[config.mk]
export PLATFORM = sky130hd
export DESIGN_NAME = cmrg_ctrl
export DESIGN_NICKNAME = d
export VERILOG_FILES = /design/src/hdl/cmrg_pkg.sv /design/src/hdl/cmrg_ctrl.sv
export SDC_FILE = /design/constraint.sdc
export NUM_CORES = 1
export LEC_CHECK = 0
export ABC_AREA = 1
export BUFFER_PORTS_ARGS = -buffer_cell sky130_fd_sc_hd__buf_2
export CORE_AREA = 3 3 40 42
export DETAILED_ROUTE_END_ITERATION = 8
export DIE_AREA = 0 0 43 45
export GPL_ROUTABILITY_DRIVEN = 0
export GPL_TIMING_DRIVEN = 0
export SLEW_MARGIN = 15
export SYNTH_ARGS = -nofsm -noshare
export SYNTH_HDL_FRONTEND = slang
export SYNTH_SLANG_ARGS = --single-unit
[constraint.sdc]
create_clock -name clk -period 1.3 [get_ports clk]
set_clock_uncertainty 0.2 [all_clocks]
set_input_delay 0.065 -clock clk [delete_from_list [all_inputs] [get_ports clk]]
set_output_delay 0.065 -clock clk [all_outputs]
set_load 0.01 [all_outputs]
[src/hdl/cmrg_pkg.sv]
// Shared types and constants of the combined recursive random generator.
`timescale 1ns / 1ps
`default_nettype none

package cmrg_pkg;

	localparam logic [30:0] MOD_ONE       = 31'd2147483647;
	localparam logic [30:0] MOD_TWO       = 31'd2145483479;
	// 2^31 mod MOD_TWO
	localparam logic [20:0] FOLD_TWO      = 21'd2000169;
	localparam logic [15:0] MUL_ONE_B     = 16'd63308;
	localparam logic [17:0] MUL_ONE_C     = 18'd183326;
	localparam logic [16:0] MUL_TWO_A     = 17'd86098;
	localparam logic [19:0] MUL_TWO_C     = 20'd539608;
	localparam logic [31:0] SEED_LIMIT    = 32'd2145483478;
	localparam logic [30:0] SEED_FALLBACK = 31'd1234567890;
	localparam int          SEED_WORDS    = 6;

	localparam logic KIND_SEED = 1'b0;
	localparam logic KIND_DRAW = 1'b1;

	localparam logic [30:0] FIRST_RST_0  = 31'd12345;
	localparam logic [30:0] FIRST_RST_1  = 31'd67890;
	localparam logic [30:0] FIRST_RST_2  = 31'd13579;
	localparam logic [30:0] SECOND_RST_0 = 31'd24680;
	localparam logic [30:0] SECOND_RST_1 = 31'd98765;
	localparam logic [30:0] SECOND_RST_2 = 31'd43210;

	typedef enum logic [2:0] {
		ST_IDLE,
		ST_SEED,
		ST_FOLD,
		ST_FOLD2,
		ST_REDUCE,
		ST_DIFF,
		ST_COMBINE
	} cmrg_state_t;

	typedef struct packed {
		logic capture;
		logic seed_load;
		logic seed_step;
		logic fold;
		logic fold2;
		logic reduce;
		logic diff;
		logic combine;
	} cmrg_cmd_t;

endpackage

`default_nettype wire

[src/hdl/cmrg_ctrl.sv]
// Sequencer for seed and draw requests, with the output handshake.
`timescale 1ns / 1ps
`default_nettype none

module cmrg_ctrl
	import cmrg_pkg::*;
(
	input  wire logic      clk,
	input  wire logic      arst_n,
	input  wire logic      in_valid,
	output logic           in_ready,
	input  wire logic      kind,
	output logic           out_valid,
	input  wire logic      out_ready,
	output cmrg_cmd_t      cmd
);

	cmrg_state_t state_q, state_d;
	logic [2:0]  seed_cnt_q;
	logic        out_valid_q;

	always_ff @(posedge clk or negedge arst_n) begin
		if (!arst_n) begin
			state_q     <= ST_IDLE;
			seed_cnt_q  <= 3'd0;
			out_valid_q <= 1'b0;
		end else begin
			state_q     <= state_d;
			seed_cnt_q  <= cmd.seed_step ? seed_cnt_q + 3'd1 : 3'd0;
			out_valid_q <= cmd.combine | (out_valid_q & ~out_ready);
		end
	end

	always_comb begin
		state_d  = state_q;
		cmd      = '0;
		in_ready = 1'b0;
		case (state_q)
			ST_IDLE: begin
				in_ready = 1'b1;
				if (in_valid) begin
					if (kind == KIND_DRAW) begin
						cmd.capture = 1'b1;
						state_d     = ST_FOLD;
					end else begin
						cmd.seed_load = 1'b1;
						state_d       = ST_SEED;
					end
				end
			end
			ST_SEED: begin
				cmd.seed_step = 1'b1;
				if (seed_cnt_q == 3'(SEED_WORDS - 1))
					state_d = ST_IDLE;
			end
			ST_FOLD: begin
				cmd.fold = 1'b1;
				state_d  = ST_FOLD2;
			end
			ST_FOLD2: begin
				cmd.fold2 = 1'b1;
				state_d   = ST_REDUCE;
			end
			ST_REDUCE: begin
				cmd.reduce = 1'b1;
				state_d    = ST_DIFF;
			end
			ST_DIFF: begin
				cmd.diff = 1'b1;
				state_d  = ST_COMBINE;
			end
			ST_COMBINE: begin
				if (!out_valid_q || out_ready) begin
					cmd.combine = 1'b1;
					state_d     = ST_IDLE;
				end
			end
			default: state_d = ST_IDLE;
		endcase
	end

	assign out_valid = out_valid_q;

endmodule

`default_nettype wire

Word-level counts from Yosys, hierarchy flattened
Index checks and enable logic that the tools add are counted.
- register bits: 7
- logic and storage cells: 39
- bits of input ports: 5
- output and inout port bits: 10
- reduce and logical (&&, ||, !) cells: 4
- add/subtract/negate cells: 1
- equality and inequality tests: 10
- bitwise gates (word level): 3
- multiplexer cells: 18
- operators with widths (kind ; number):
    3-bit case mux with 7 select lines ; 1
    3-bit equality test (second input constant) ; 4
    3-bit 2-to-1 mux ; 4
    1-bit 2-to-1 mux ; 10
    3-bit by 2-bit equality test with 1-bit output (second input constant) ; 2
    2-bit 2-to-1 mux ; 3
    2-bit inequality test (second input constant) ; 3
    3-bit by 1-bit adder with 3-bit output (second input constant) ; 1
    3-bit by 1-bit equality test with 1-bit output (second input constant) ; 1
    3-bit logical NOT ; 1
    3-bit AND reduction ; 1
    1-bit AND ; 1
    1-bit logical NOT ; 1
    1-bit logical OR ; 1
    1-bit NOT ; 1
    1-bit bitwise OR ; 1

Depth between registers and ports, before layout
Gate-level depths: netlist of run 1.
- depth after elaboration: 5
- mapped depth: 8
- mapped depth without buffers: 8

Worst setup path after synthesis of run 1
No wires, ideal clock.
- path kind: reg2reg
- from: reg state_q[1]
- to: reg state_q[0]
- data arrival time: 0.994 ns
- period minus slack after synthesis: 1.314 ns
- stages on the path, launching flop included: 8
- setup slack: -0.014 ns
- data required time: 0.980 ns
- setup time: 0.120 ns
- path through: dfrtp_1 inv_2 ha_1 nand2_1 nand2_1 nand2_1 nand2_1 nand2_1
- word-level cells in the longest chain between the ends: 3
- elaborated cells on any way between the ends: 12
- RTL lines (item ; RTL line ; RTL):
    start: declaration ; cmrg_ctrl.sv:18 ; cmrg_state_t state_q, state_d;
    start signal: assignment ; cmrg_ctrl.sv:28 ; state_q <= state_d;
    3-bit equality test (tied with other cells) ; cmrg_ctrl.sv:38 ; case (state_q)
    2-bit inequality test (no line) ; n/a ;
    3-bit AND reduction (no line) ; n/a ;
Parallel ways exist; a longest one is shown, timed or not.
A chain may end at the register's enable or synchronous reset.

==> results of run 1 <==
worst max-delay path, stage by stage, from the launching register on:
cell and delay, ps:
dfrtp_2 420, nor2_4 120, nand2_2 70, or2_1 220, nor2_1 80, buf_2 130
through the flow:
stage	area [sq um]	worst slack (ps)	power (mW)	util (%)
final	722	-258	1.57	56.2
after global routing	722	-347	1.72	56.2
after CTS	702	-260	1.47	54.6
after detailed placement	566	-87.5	1.05	44.0
after global placement	566	-89.2	1.04	44.0
after floorplan	477	10.8	0.861	-
state kept, by name, summed over array words and instances, names as in the netlist:
register,flops
seed_cnt_q,3
state_q,3
out_valid,1
cell type report:
cell class,count,share of cell area (%)
multi-input cells,46,37.8
flip-flops and latches,7,24.8
repair buffers,26,23.2
inverters,14,7.97
clock buffers,4,3.64
well taps,15,2.60
placed cells by master, fill, tap and decap left out, drive strengths merged:
| master | Yosys | final |
|---|---|---|
| buf | 0 | 23 |
| nand2 | 19 | 19 |
| inv | 14 | 14 |
| nor2 | 11 | 11 |
| nand3 | 7 | 7 |
| dfrtp | 7 | 7 |
| clkbuf | 0 | 4 |
| dlygate4sd3 | 0 | 3 |
| ha | 3 | 3 |
| o21bai | 2 | 2 |
| or2 | 1 | 1 |
| xnor2 | 1 | 1 |
| nand4 | 1 | 1 |
| o21ai | 1 | 1 |
power by group through the flow:
| stage | Clock, mW | Sequential [mW] | Combinational [mW] |
|---|---|---|---|
| floorplan | 0 | 0.359 | 0.502 |
| global placement | 0 | 0.376 | 0.665 |
| detailed placement | 0 | 0.376 | 0.673 |
| finish | 0.197 | 0.363 | 1.01 |
| global route | 0.224 | 0.368 | 1.13 |
| CTS | 0.202 | 0.355 | 0.918 |
metal layers:
layer | track usage (%) | part of all wire (%)
met5 | 0 | 0
met4 | 7.23 | 4.9
met3 | 4.78 | 6.6
met2 | 24.6 | 48
met1 | 17.1 | 40
worst min-delay path by stage:
stage / startpoint / end
final: kind / state_q[1]
after global routing: kind / state_q[1]
after CTS: kind / state_q[1]
after detailed placement: arst_n / seed_cnt_q[0]
after global placement: arst_n / seed_cnt_q[0]
after floorplan: arst_n / out_valid
cells in the mapped netlist (2+ instances only):
cell      number  area share (%)
nor2_1         9             7.3
inv_2          3             2.4
nor2_2         2             2.7
nand2_1       18              15
inv_1         11             8.9
o21bai_1       2             3.3
dfrtp_1        7              38
ha_1           3             8.1
nand3_1        7             7.6
cell families (layout without fill, tap and decap cells):
logic type / Yosys count / in the layout
XOR/XNOR: 1 / 1
buffers and inverters: 14 / 44
AO/OA/AOI/OAI: 3 / 3
flip-flops: 7 / 7
AND/OR/NAND/NOR: 39 / 39
adder cells (fa/ha/maj): 3 / 3
what timing repair did:
item	4_1_cts	5_1_grt
pin swaps	2	1
resized for setup	7	3
setup buffers	8	1
endpoints found under the setup margin	12	15
hold buffers	3	1
gates cloned	0	0
hold endpoints to repair	10	7
==> run summary, run 1 <==
syn_nets - 75
TritonCTS Buffers - 3
status - complete, but fails checks
post-synthesis adder-cell area fraction - 8.13%
Worst-Margin Slew - 158 ps
WP data arrival - 1290 ps
Clock transition at path regs - 50 ps
root buf cell - clkbuf_4
endpoints failing hold - 2
setup TNS - -2090 ps
placed cell count - 96
IO Port Bufs - 14
fin cells - 112
clk buf depth - 2
CTS tree - built
fill cell count - 123
Synth Cell Area - 462 sq um
antenna cells - 0
Total Wirelength - 1.27 mm
simple-gate share of the synthesized area - 36.3%
syn avg cell area - 6.89 sq um
layout cell share with drive strength beyond 1 - 42.3%
initial antenna violation count - 0
Final HPWL DP - 772 um
combinational power share - 64.3%
Setup crit start kind - flip-flop
row cnt - 13
Max-slew headroom - 89.5%
Worst Path Max Fanout - 3
Final Slew Violations - 0
DIE HEIGHT - 45 um
vias in the first global route - 491
VDD IR-drop max - 0.00103 V
setup violators final - 12
Post-synth EDFFs - 0
total track usage - 14.7%
Register-to-Register Path Depth - 8
routed vias/inst - 4.81
worst hold margin - -51.9 ps
effective utilization at floorplan - 35.9%
leak pwr - 0.445 nW
mux cell area share after synthesis - 0%
Seq cells post-synth - 7
first-pass GRT wire length - 2.05 mm
Yosys warning count - 0
Final ANT Viol Nets - 0
HP Class - in2reg
grt total ovfl - 0
Crit. End Element - primary output
largest net degree at the start of global routing - 8
pwr/cell area - 2170 nW/um^2
CP Class - reg2out
CTS H-tree lvls - 1
vias post-DR - 539
chip width - 43 um
unrepaired setup endpoints after global routing - true
worst-skew pair later-pin latency - 250 ps
DRC errors left - 0
max-cap viol count - 0
core footprint - 1280 sq um
Sw Share - 45.1%
XOR/XNOR Fraction of Synth Area - 1.90%
Post-Synthesis Cells - 67
CP endpoint - cmd[6]
compound-gate portion of the synthesized area - 4.34%
NumNets Final - 106
worst r2r src - state_q[1]
ys flop type - dfrtp_1
fin worst setup slack - -258 ps
Tmin final - 1560 ps
wire per inst - 11.4 um
die area - 1940 sq um
CP Data Required Time - 1030 ps
Unique masters post-synth - 14
internal power - 0.861 mW
IO Count - 15
Final period util - 120%
Critical Path Start - state_q[0]
synth-to-layout area growth - 56.4%
reg2reg end - state_q[0]
DR pass1 iterations - 4
Register Area - 179 sq um
sw power - 0.708 mW
1st-iter DRT viols - 6
violated checks - hold timing, setup timing
post-synthesis sequential area ratio - 37.9%
power share of the clock group - 12.5%
Max Fclk - 642 MHz
area of the multi-input gates - 273 sq um
Clock Sinks - 7
Reg power frac - 23.2%
reg2reg setup slack - -180 ps
Hold Path Depth - 5
largest family of logic cells by synthesized area - simple AND/OR/NAND/NOR gates
Synth async-reset ratio - 100%
No activity file was read; power rests on OpenSTA's default activity.
==> run 2: changes to the inputs <==
--- a/config.mk
+++ b/config.mk
@@ -12,6 +12,7 @@
 export DIE_AREA = 0 0 43 45
 export GPL_ROUTABILITY_DRIVEN = 0
 export GPL_TIMING_DRIVEN = 0
+export MAX_ROUTING_LAYER = met4
 export SLEW_MARGIN = 15
 export SYNTH_ARGS = -nofsm -noshare
 export SYNTH_HDL_FRONTEND = slang
==> run summary, run 2 (synthesis results as in run 1) <==
chip width - 43 um
setup violators final - 12
fin worst setup slack - -260 ps
vias post-DR - 546
synth-to-layout area growth - 56.4%
DR pass1 iterations - 4
Total Wirelength - 1.28 mm
vias in the first global route - 491
Worst Path Max Fanout - 3
WP data arrival - 1290 ps
IO Port Bufs - 14
leak pwr - 0.445 nW
routed vias/inst - 4.88
design area - 722 sq um
1st-iter DRT viols - 8
Final Slew Violations - 0
Place WS - -87.5 ps
effective utilization at floorplan - 35.9%
placed cell count - 96
NumNets Final - 106
total track usage - 15.2%
CP Class - reg2out
DIE HEIGHT - 45 um
grt total ovfl - 0
worst hold margin - -52.2 ps
DRC errors left - 0
largest net degree at the start of global routing - 8
commonest cells after routing, fill and taps aside - 17 x nand2_1, 14 x buf_2, 11 x inv_1
Power, Total - 1.56 mW
violated checks - hold timing, setup timing
unrepaired setup endpoints after global routing - true
core footprint - 1280 sq um
antenna cells - 0
endpoints failing hold - 2
Clock transition at path regs - 50 ps
CP Data Required Time - 1030 ps
Setup crit start kind - flip-flop
Worst-Margin Slew - 161 ps
CP Cell Sequence - nor2_4, nand2_2, or2_1, nor2_1, buf_2
setup TNS - -2060 ps
Crit. End Element - primary output
max-cap viol count - 0
TritonCTS Buffers - 3
Tmin final - 1560 ps
pwr/cell area - 2170 nW/um^2
Final ANT Viol Nets - 0
initial antenna violation count - 0
Final HPWL DP - 772 um
Final period util - 120%
fill cell count - 123
CTS H-tree lvls - 1
HP Class - in2reg
Placed Area - 566 sq um
CP max stage cell - dfrtp_2
root buf cell - clkbuf_4
Max-slew headroom - 89.2%
die area - 1940 sq um
first-pass GRT wire length - 2.05 mm
VDD IR-drop max - 0.00103 V
commonest non-fill, non-tap cell in the layout - nand2_1
wire per inst - 11.4 um
worst-skew pair later-pin latency - 250 ps
status - complete, but fails checks
CTS tree - built
clk buf depth - 2
layout cell share with drive strength beyond 1 - 42.3%
row cnt - 13
final core occ - 56.2%
IO Count - 15
Max Fclk - 641 MHz
Clock Sinks - 7
fin cells - 112
Crit path largest cell delay - 420 ps
[run 2: area by class of cell]
type | count | area [sq um] | area share (%)
Multi-Input combinational cell | 46 | 273 | 37.8
Sequential cell | 7 | 179 | 24.8
Tap cell | 15 | 18.8 | 2.60
Inverter | 14 | 57.6 | 7.97
Clock buffer | 4 | 26.3 | 3.64
Timing Repair Buffer | 26 | 168 | 23.2
[run 2: final timing paths]
kind | startpoint | endpoint | slack [ps] | cells past startpoint
max | state_q[0] | cmd[6] | -260 | 5
min | kind | state_q[1] | -50 | 5
max reg2reg | state_q[1] | state_q[0] | -170 | 8
min reg2reg | seed_cnt_q[0] | seed_cnt_q[0] | 260 | 1
max in group asynchronous | arst_n | state_q[0] | 190 | 3
min in group asynchronous | arst_n | state_q[1] | 540 | 3
[run 2: worst max-delay path: cells and delay by family, from the launching register on]
kind | cells | cell delay (ps)
buffers and inverters | 1 | 130
DFF | 1 | 420
and+or+nand+nor | 4 | 490
[run 2: metal layers]
metal / up-vias / routed length (um) / GRT usage, %
li1: 264 / - / -
met1: 253 / 503 / 17.1
met2: 21 / 618 / 24.6
met3: 8 / 94 / 4.78
met4: 0 / 61 / 7.23
met5: - / 0 / -
[run 2: what timing repair did]
action / 4_1_cts / 5_1_grt
pin swaps: 2 / 1
setup buffers: 8 / 1
hold buffers: 3 / 1
endpoints found under the hold margin: 10 / 7
cloned: 0 / 0
setup endpoints to repair: 12 / 15
gates resized for setup: 7 / 3
[run 2: report_power, final]
| part | internal (mW) | total (mW) | switching (mW) |
|---|---|---|---|
| registers | 0.293 | 0.363 | 0.0696 |
| clock network | 0.117 | 0.197 | 0.0797 |
| logic | 0.451 | 1.01 | 0.554 |
| total | 0.861 | 1.56 | 0.703 |
